<file path="config.mk">
export PLATFORM = sky130hd
export DESIGN_NAME = tape_fsk_byte_modulator
export DESIGN_NICKNAME = d
export VERILOG_FILES = /design/src/rtl/tfsk_pkg.sv /design/src/rtl/tfsk_level.sv /design/src/rtl/tape_fsk_byte_modulator.sv
export SDC_FILE = /design/constraint.sdc
export NUM_CORES = 1
export LEC_CHECK = 0
export BUFFER_PORTS_ARGS = -buffer_cell sky130_fd_sc_hd__buf_2
export CORE_MARGIN = 5
export CORE_UTILIZATION = 35
export CTS_CLUSTER_DIAMETER = 30
export DETAILED_ROUTE_END_ITERATION = 16
export PLACE_DENSITY = 0.6
export SLEW_MARGIN = 20
export SYNTH_ARGS = -nofsm -noshare
export SYNTH_HDL_FRONTEND = slang
export SYNTH_SLANG_ARGS = --single-unit
</file>
<file path="constraint.sdc">
create_clock -name clk -period 3 [get_ports clk]
set_input_delay 0.6 -clock clk [delete_from_list [all_inputs] [get_ports clk]]
set_output_delay 0.6 -clock clk [all_outputs]
set_load 0.005 [all_outputs]
</file>
<file path="src/rtl/tfsk_pkg.sv">
`default_nettype none

package tfsk_pkg;

    // Command codes
    localparam logic [2:0] CMD_TICK     = 3'd0;
    localparam logic [2:0] CMD_BYTE     = 3'd1;
    localparam logic [2:0] CMD_LEADER   = 3'd2;
    localparam logic [2:0] CMD_CHECKSUM = 3'd3;
    localparam logic [2:0] CMD_CLEAR    = 3'd4;

    localparam int unsigned BIT_TICKS = 147;
    localparam logic [7:0]  TICK_LAST = 8'(BIT_TICKS - 1);
    localparam logic [3:0]  FRAME_LEN = 4'd10;

    localparam logic signed [15:0] LEVEL_HIGH16 = 16'sh4000;
    localparam logic signed [15:0] LEVEL_LOW16  = 16'shC000;
    localparam logic signed [15:0] LEVEL_HIGH8  = 16'sh00C0;
    localparam logic signed [15:0] LEVEL_LOW8   = 16'sh0040;

    typedef struct packed {
        logic [2:0] cmd;
        logic [7:0] data_byte;
    } req_t;

    typedef struct packed {
        logic signed [15:0] sample;
        logic               sample_valid;
        logic               accepted;
        logic               busy_res;
        logic [7:0]         checksum;
    } rsp_t;

endpackage

`default_nettype wire

</file>
<file path="src/rtl/tfsk_level.sv">
`default_nettype none

module tfsk_level
    import tfsk_pkg::*;
(
    input  wire logic [7:0]         tick_index,
    input  wire logic               bit_value,
    input  wire logic               eight_bit_mode,
    output logic signed [15:0]      level
);

    localparam logic [8:0]  TICKS9 = 9'(BIT_TICKS);
    localparam logic [10:0] EDGE1  = 11'(BIT_TICKS * 1);
    localparam logic [10:0] EDGE2  = 11'(BIT_TICKS * 2);
    localparam logic [10:0] EDGE3  = 11'(BIT_TICKS * 3);
    localparam logic [10:0] EDGE4  = 11'(BIT_TICKS * 4);
    localparam logic [10:0] EDGE5  = 11'(BIT_TICKS * 5);
    localparam logic [10:0] EDGE6  = 11'(BIT_TICKS * 6);
    localparam logic [10:0] EDGE7  = 11'(BIT_TICKS * 7);

    logic [8:0]  twice;
    logic [8:0]  twice_wrap;
    logic [7:0]  phase;
    logic [10:0] phase8;
    logic        high;

    always_comb
    begin
        twice      = {tick_index, 1'b0};
        twice_wrap = (twice >= TICKS9) ? twice - TICKS9 : twice;
        // a one bit runs at twice the tone frequency
        phase      = bit_value ? twice_wrap[7:0] : tick_index;
        phase8     = {phase, 3'b000};
        // odd eighth of the bit period gives the high half-cycle
        high = ((phase8 >= EDGE1) && (phase8 < EDGE2)) ||
               ((phase8 >= EDGE3) && (phase8 < EDGE4)) ||
               ((phase8 >= EDGE5) && (phase8 < EDGE6)) ||
               (phase8 >= EDGE7);
        if (eight_bit_mode)
        begin
            level = high ? LEVEL_HIGH8 : LEVEL_LOW8;
        end
        else
        begin
            level = high ? LEVEL_HIGH16 : LEVEL_LOW16;
        end
    end

endmodule

`default_nettype wire

</file>
<file path="src/rtl/tape_fsk_byte_modulator.sv">
// An accepted item's result is registered; it waits in the skid register on a stall.
// Throughput: one item per cycle; a two-deep output stage (result register plus
// skid register) keeps input and output apart, so input stalls only when both are full.
// Reset: clears the frame, bit count, tick position, checksum, eight-bit mode
// and both output stages; the block comes out of reset idle with no result pending.
`default_nettype none

module tape_fsk_byte_modulator
    import tfsk_pkg::*;
(
    input  wire logic clk,
    input  wire logic rst_n,
    input  wire logic cfg_write,
    input  wire logic cfg_data,
    input  wire logic req_valid,
    output logic      req_stall,
    input  wire req_t req,
    output logic      rsp_valid,
    input  wire logic rsp_stall,
    output rsp_t      rsp
);

    logic       mode_reg;
    logic [9:0] frame_reg,  frame_next;
    logic [3:0] left_reg,   left_next;
    logic [7:0] index_reg,  index_next;
    logic [7:0] sum_reg,    sum_next;

    rsp_t res_next;
    rsp_t out_reg, skid_reg;
    logic out_valid_reg, skid_valid_reg;

    logic accept;
    logic take;
    logic busy;
    logic signed [15:0] level;

    tfsk_level u_level (
        .tick_index     (index_reg),
        .bit_value      (frame_reg[0]),
        .eight_bit_mode (mode_reg),
        .level          (level)
    );

    assign req_stall = skid_valid_reg;
    assign accept    = req_valid && !skid_valid_reg;
    assign take      = out_valid_reg && !rsp_stall;
    assign busy      = left_reg != 4'd0;
    assign rsp_valid = out_valid_reg;
    assign rsp       = out_reg;

    always_comb
    begin
        frame_next = frame_reg;
        left_next  = left_reg;
        index_next = index_reg;
        sum_next   = sum_reg;
        res_next   = '0;
        case (req.cmd)
            CMD_TICK:
            begin
                if (busy)
                begin
                    res_next.sample       = level;
                    res_next.sample_valid = 1'b1;
                    if (index_reg == TICK_LAST)
                    begin
                        // advance to the next bit of the frame
                        index_next = 8'd0;
                        frame_next = {1'b0, frame_reg[9:1]};
                        left_next  = left_reg - 4'd1;
                    end
                    else
                    begin
                        index_next = index_reg + 8'd1;
                    end
                end
            end
            CMD_BYTE:
            begin
                if (!busy)
                begin
                    res_next.accepted = 1'b1;
                    frame_next = {1'b1, req.data_byte, 1'b0};
                    left_next  = FRAME_LEN;
                    index_next = 8'd0;
                    sum_next   = sum_reg + req.data_byte;
                end
            end
            CMD_LEADER:
            begin
                if (!busy)
                begin
                    res_next.accepted = 1'b1;
                    frame_next = 10'd1;
                    left_next  = 4'd1;
                    index_next = 8'd0;
                end
            end
            CMD_CHECKSUM:
            begin
                if (!busy)
                begin
                    // send the old sum, then fold it into itself
                    res_next.accepted = 1'b1;
                    frame_next = {1'b1, sum_reg, 1'b0};
                    left_next  = FRAME_LEN;
                    index_next = 8'd0;
                    sum_next   = {sum_reg[6:0], 1'b0};
                end
            end
            CMD_CLEAR:
            begin
                if (!busy)
                begin
                    res_next.accepted = 1'b1;
                    sum_next = 8'd0;
                end
            end
            default:
            begin
                res_next.accepted = 1'b0;
            end
        endcase
        res_next.busy_res = left_next != 4'd0;
        res_next.checksum = sum_next;
    end

    always_ff @(posedge clk or negedge rst_n)
    begin
        if (!rst_n)
        begin
            mode_reg  <= 1'b0;
            frame_reg <= '0;
            left_reg  <= '0;
            index_reg <= '0;
            sum_reg   <= '0;
        end
        else
        begin
            if (cfg_write)
            begin
                mode_reg <= cfg_data;
            end
            if (accept)
            begin
                frame_reg <= frame_next;
                left_reg  <= left_next;
                index_reg <= index_next;
                sum_reg   <= sum_next;
            end
        end
    end

    always_ff @(posedge clk or negedge rst_n)
    begin
        if (!rst_n)
        begin
            out_valid_reg  <= 1'b0;
            skid_valid_reg <= 1'b0;
        end
        else
        begin
            if (skid_valid_reg)
            begin
                if (take)
                begin
                    skid_valid_reg <= 1'b0;
                end
            end
            else if (accept)
            begin
                if (!out_valid_reg || take)
                begin
                    out_valid_reg <= 1'b1;
                end
                else
                begin
                    skid_valid_reg <= 1'b1;
                end
            end
            else if (take)
            begin
                out_valid_reg <= 1'b0;
            end
        end
    end

    always_ff @(posedge clk)
    begin
        if (skid_valid_reg)
        begin
            if (take)
            begin
                out_reg <= skid_reg;
            end
        end
        else if (accept)
        begin
            if (!out_valid_reg || take)
            begin
                out_reg <= res_next;
            end
            else
            begin
                // hold the new item behind the stalled one
                skid_reg <= res_next;
            end
        end
    end

endmodule

`default_nettype wire

</file>
After elaboration in Yosys (flattened, before gate mapping)
Cells that the tools add are included.
{ "word_totals": {"mem_bits_rw": 0, "latch_bits": 0, "ff_bits": 87, "romBits": 0, "n_memories": 0} }
{ "op_classes": {"shift": 0, "bitwise": 2, "mux": 39, "n_eq_ne": 13, "n_lt_le_gt_ge": 8, "n_div": 0, "n_mul": 0, "n_reduce_logical": 28, "addsub": 4} }
{ "ops": {"columns": ["cell", "n"], "rows": [
  ["$mux W27", 4],
  ["$mux W8", 9],
  ["$mux W10", 5],
  ["$pmux W10 S4", 1],
  ["$mux W17", 2],
  ["$mux W16", 2],
  ["$pmux W8 S3", 1],
  ["$lt A11 B10 Y1 const B", 2],
  ["$mux W4", 4],
  ["$pmux W8 S2", 1],
  ["$ne A2 B2 Y1 const B", 6],
  ["$pmux W4 S3", 1],
  ["$reduce_bool A4 Y1", 3],
  ["$ge A11 B10 Y1 const B", 1],
  ["$ge A11 B11 Y1 const B", 1],
  ["$ge A11 B8 Y1 const B", 1],
  ["$ge A11 B9 Y1 const B", 1],
  ["$lt A11 B9 Y1 const B", 1],
  ["$ge A9 B8 Y1 const B", 1],
  ["$mux W1", 9],
  ["$reduce_and A3 Y1", 3],
  ["$add A8 B1 Y8 const B", 1],
  ["$add A8 B8 Y8", 1],
  ["$eq A8 B8 Y1 const B", 1],
  ["17 further kinds", 32]
]} }

Depth between registers and ports, before layout
{ "logic_depth": {"ltp_word": 15, "depth_mapped": 12} }

Cells and area by module
From an unflattened synthesis, not the netlist that was laid out.
{ "unflattened": {"hier_cells": 540, "hier_area_um2": 5392.7} }
{ "by_module_without_submodules": {"columns": ["mod", "area_each_um2", "instances", "cells_each"], "rows": [
  ["tape_fsk_byte_modulator", 4690.7, 1, 436],
  ["tfsk_level", 701.9, 1, 104]
]} }

Least setup slack after synthesis
OpenSTA, ideal clock, no wires.
{ "synth_path": {"path_kind": "input port to flip-flop", "start": "input port req[1] in the netlist's numbering", "end": "register out_reg (netlist bit rsp[7]), data pin", "stages": 8, "setup_ns": 0.188, "n_path_buf": 0, "t_arrival_ns": 2.386, "path_slack_ns": 0.426, "cell_sequence": "ha_1 -> a21o_1 -> a21oi_1 -> o21bai_1 -> a2111oi_2 -> o211ai_1 -> and4_1 -> o41ai_1"} }
{ "synth_via": {"elab_chain_cells": 6} }
{ "synth_rtl": {"columns": ["item", "line", "text"], "rows": [
  ["from (decl)", "tape_fsk_byte_modulator.sv:17", "input wire req_t req,"],
  ["$add A8 B8 Y8", "tape_fsk_byte_modulator.sv:87", "sum_next = sum_reg + req.data_byte;"],
  ["$mux W8", "tape_fsk_byte_modulator.sv:81", "if (!busy)"],
  ["$pmux W8 S3", "tape_fsk_byte_modulator.sv:59", "case (req.cmd)"],
  ["$mux W27", "tape_fsk_byte_modulator.sv:200", "if (!out_valid_reg || take)"],
  ["$mux W27", "tape_fsk_byte_modulator.sv:198", "else if (accept)"],
  ["$mux W27", "tape_fsk_byte_modulator.sv:191", "if (skid_valid_reg)"],
  ["to (signal assigned)", "tape_fsk_byte_modulator.sv:195", "out_reg <= skid_reg;"],
  ["to (signal assigned)", "tape_fsk_byte_modulator.sv:202", "out_reg <= res_next;"],
  ["to (decl)", "tape_fsk_byte_modulator.sv:30", "rsp_t out_reg, skid_reg;"]
]} }
No other way between the ends. The select of a mux whose other input is x is not followed.
A chain may end at the register's enable or synchronous reset.

Worst setup path in the final report
{ "layout_path": {"start": "register left_reg[0]", "end": "register out_reg (netlist bit rsp[7]), data pin"} }
{ "layout_via": {"elab_chain_cells": 6, "word_cells_on_any_way": 8, "classes_between": "7 x mux; 1 x reduce/logical"} }
{ "layout_rtl": {"columns": ["item", "line", "text"], "rows": [
  ["from (decl)", "tape_fsk_byte_modulator.sv:25", "logic [3:0] left_reg, left_next;"],
  ["from (signal assigned)", "tape_fsk_byte_modulator.sv:148", "left_reg <= left_next;"],
  ["$reduce_bool A4 Y1 (*)", "tape_fsk_byte_modulator.sv:48", "assign busy = left_reg != 4'd0;"],
  ["$mux W8, on equally long branches", "tape_fsk_byte_modulator.sv:114, tape_fsk_byte_modulator.sv:81, tape_fsk_byte_modulator.sv:102", null],
  ["$pmux W8 S3 (*)", "tape_fsk_byte_modulator.sv:59", null],
  ["$mux W27 (*)", "tape_fsk_byte_modulator.sv:200", null],
  ["$mux W27 (*)", "tape_fsk_byte_modulator.sv:198", null],
  ["$mux W27 (*)", "tape_fsk_byte_modulator.sv:191", null]
]} }
Every way passes the cells marked *; elsewhere a longest branch is shown, timed or not. The select of a mux whose other input is x is not followed.

==> metrics.yaml <==
sta:
  setup_violations: 0
  rsz0062_at_grt: "no"
  hold_slack_ps: 382
  fmax_ghz: 0.373
  period_needed_ps: 2680
  worst_pin_slew_ps: 826
  hold_violations: 0
  setup_slack_ps: 316
  min_period_over_period: 0.895
  slew_viol_final: 0
  relSlewSlack: 0.450
  setup_tns_ps: 0
  finalClockSkew_ps: 5.09
floorplan:
  ioPinCount: 46
  rows: 39
  die_h_um: 119
  coreArea_um2: 11600
  die_area_um2: 14200
  start_util: 0.361
  die-width_um: 119
critical_path:
  required_ps: 3120
  start_kind: "register"
  cp.arrival_ps: 2800
  worst_setup_path_end_kind: "register"
  crit_slowest_cell: "or4_1"
  crit_chain: "inv_1 -> ha_1 -> or3b_1 -> or4_1 -> and4_1 -> o41ai_1"
  path_max_fanout: 12
  max_stage_delay_ps: 620
  crit_type: "register to register"
synth:
  yosysWarningCount: 0
  synthFlopType: "dfrtp_1"
  yosysSeqAreaShare: 0.414
  async_flop_share: 0.524
  synth.avg_cell_area_um2: 9.01
  synth_area_leader_cell: "edfxtp_1"
  synth_edf_count: 30
  yosys-top-cells-area: "edfxtp_1, dfrtp_1, nand2_1"
  synth_cell_types: 71
  synth_common_cells: "nand2_1, o21ai_0, a21oi_1"
  yosysMostFrequentCell: "nand2_1"
  synth.top_cell.area_share: 0.216
  synthCells: 463
  synthesis.area_um2: 4170
  ys_ff_latch: 63
cts:
  cts_root_buffer: "clkbuf_16"
  clock_latency_ps: 320
  cts_tree: "built"
  clock_path_buffers: 2
  cts.htree.levels: 3
  cts.repair.resized: 0
  post-cts-setup-buffers: 0
  cts.clk_slew.worst_paths_ps: 50
  cts_made_buffers: 9
  hold_buffers: 0
  cts_num_sinks: 63
power:
  p_leak_nw: 1.98
  max-vdd-ir-drop_uv: 371
  power_density_nw_per_um2: 847
status:
  status: "complete, no violations"
placed_design:
  place_inst: 623
  pre_cts_ws_ps: 38.5
  dp_hpwl_mm: 6.99
  numPortBuffers: 33
  place_congestion: 0.885
job:
  maxCapViolations: 0
drt:
  drt-initial-drc-count: 235
  viasPerCell: 5.43
  wirelength_mm: 9.65
  ant_nets: 0
  wl_per_cell_um: 15.1
  vias: 3472
  dr.pass1.iters: 5
  route.detailed.drc: 0
finish:
  syn_to_final_growth_pct: 13.7
  drive_gt1_frac: 0.171
  n_antenna_cell: 0
  nNetsFinal: 521
  n_fill_cell: 1141
  final_util: 0.410
  fin_cells: 639
global_routing:
  first_global_vias: 3478
  grt_max_degree: 34
  overflow: 0
  grt_pass1_wl_mm: 16.4
  track_usage: 0.139
  antenna_found_initial: 0
min_path:
  hp-class: "input pin to async pin"
[cell families after synthesis]
| group | Yosys count | share of synthesized area |
|---|---|---|
| compound gates | 156 | 0.249 |
| simple gates | 149 | 0.180 |
| buf+inv | 64 | 0.0750 |
| flops | 63 | 0.414 |
| fa+ha+maj | 13 | 0.0408 |
| mux | 10 | 0.0255 |
| xor+xnor | 7 | 0.0147 |
| other cells | 1 | 0.000899 |
[metal layers]
metal / vias up / wire, µm / GRT usage
met5: - / 0 / 0
met4: 0 / 235 / 0.0688
met3: 23 / 372 / 0.0242
met2: 85 / 4720 / 0.232
met1: 1634 / 4320 / 0.172
li1: 1730 / - / -
[through the flow]
step / total power, W / instance area, µm²
floorplan: 0.00252 / 4210
global placement: 0.00297 / 4450
detailed placement: 0.00301 / 4450
CTS: 0.00406 / 4740
global route: 0.00432 / 4740
finish: 0.00401 / 4740
[cell type report]
type / count / area, µm² / area share
Multi-Input combinational cell: 347 / 2170 / 0.458
Sequential cell: 63 / 1730 / 0.364
Timing Repair Buffer: 50 / 293 / 0.0618
Clock buffer: 13 / 250 / 0.0528
Tap cell: 143 / 179 / 0.0378
Inverter: 20 / 75.1 / 0.0158
Clock inverter: 3 / 43.8 / 0.00924
[worst paths after layout]
check,cells past startpoint,slack (ps),to,startpoint
min reg2reg,2,490,frame_reg[2],frame_reg[2]
max reg2reg,6,320,rsp[7],left_reg[0]
min,1,380,frame_reg[5],rst_n
max,6,320,rsp[7],left_reg[0]
max in group asynchronous,1,2100,mode_reg,rst_n
min in group clk,2,490,frame_reg[2],frame_reg[2]
[worst max-delay path, delay by kind of cell (launching register included)]
family | cells | cell delay [ps]
AOI/OAI and AO/OA | 1 | 320
DFF | 1 | 420
buffers and inverters | 1 | 100
and+or+nand+nor | 3 | 1440
adders and majority gates | 1 | 190
[layout by cell type (no fill, tap or decap), types with 7 or more instances in the layout]
master	count
clkbuf_16	9
nor2_1	22
nor3_1	7
edfxtp_1	30
nor2b_1	7
buf_4	17
buf_2	33
o31ai_1	12
conb_1	12
o21ai_0	46
inv_1	20
nand2_1	67
dfrtp_1	33
a21oi_1	36
ha_1	12
[report_power, final]
part	internal (W)	switching, W
logic	0.000635	0.000897
registers	0.00126	0.000194
clock network	0.000666	0.000360
total	0.00256	0.00145
No activity file was read; power rests on OpenSTA's default activity.
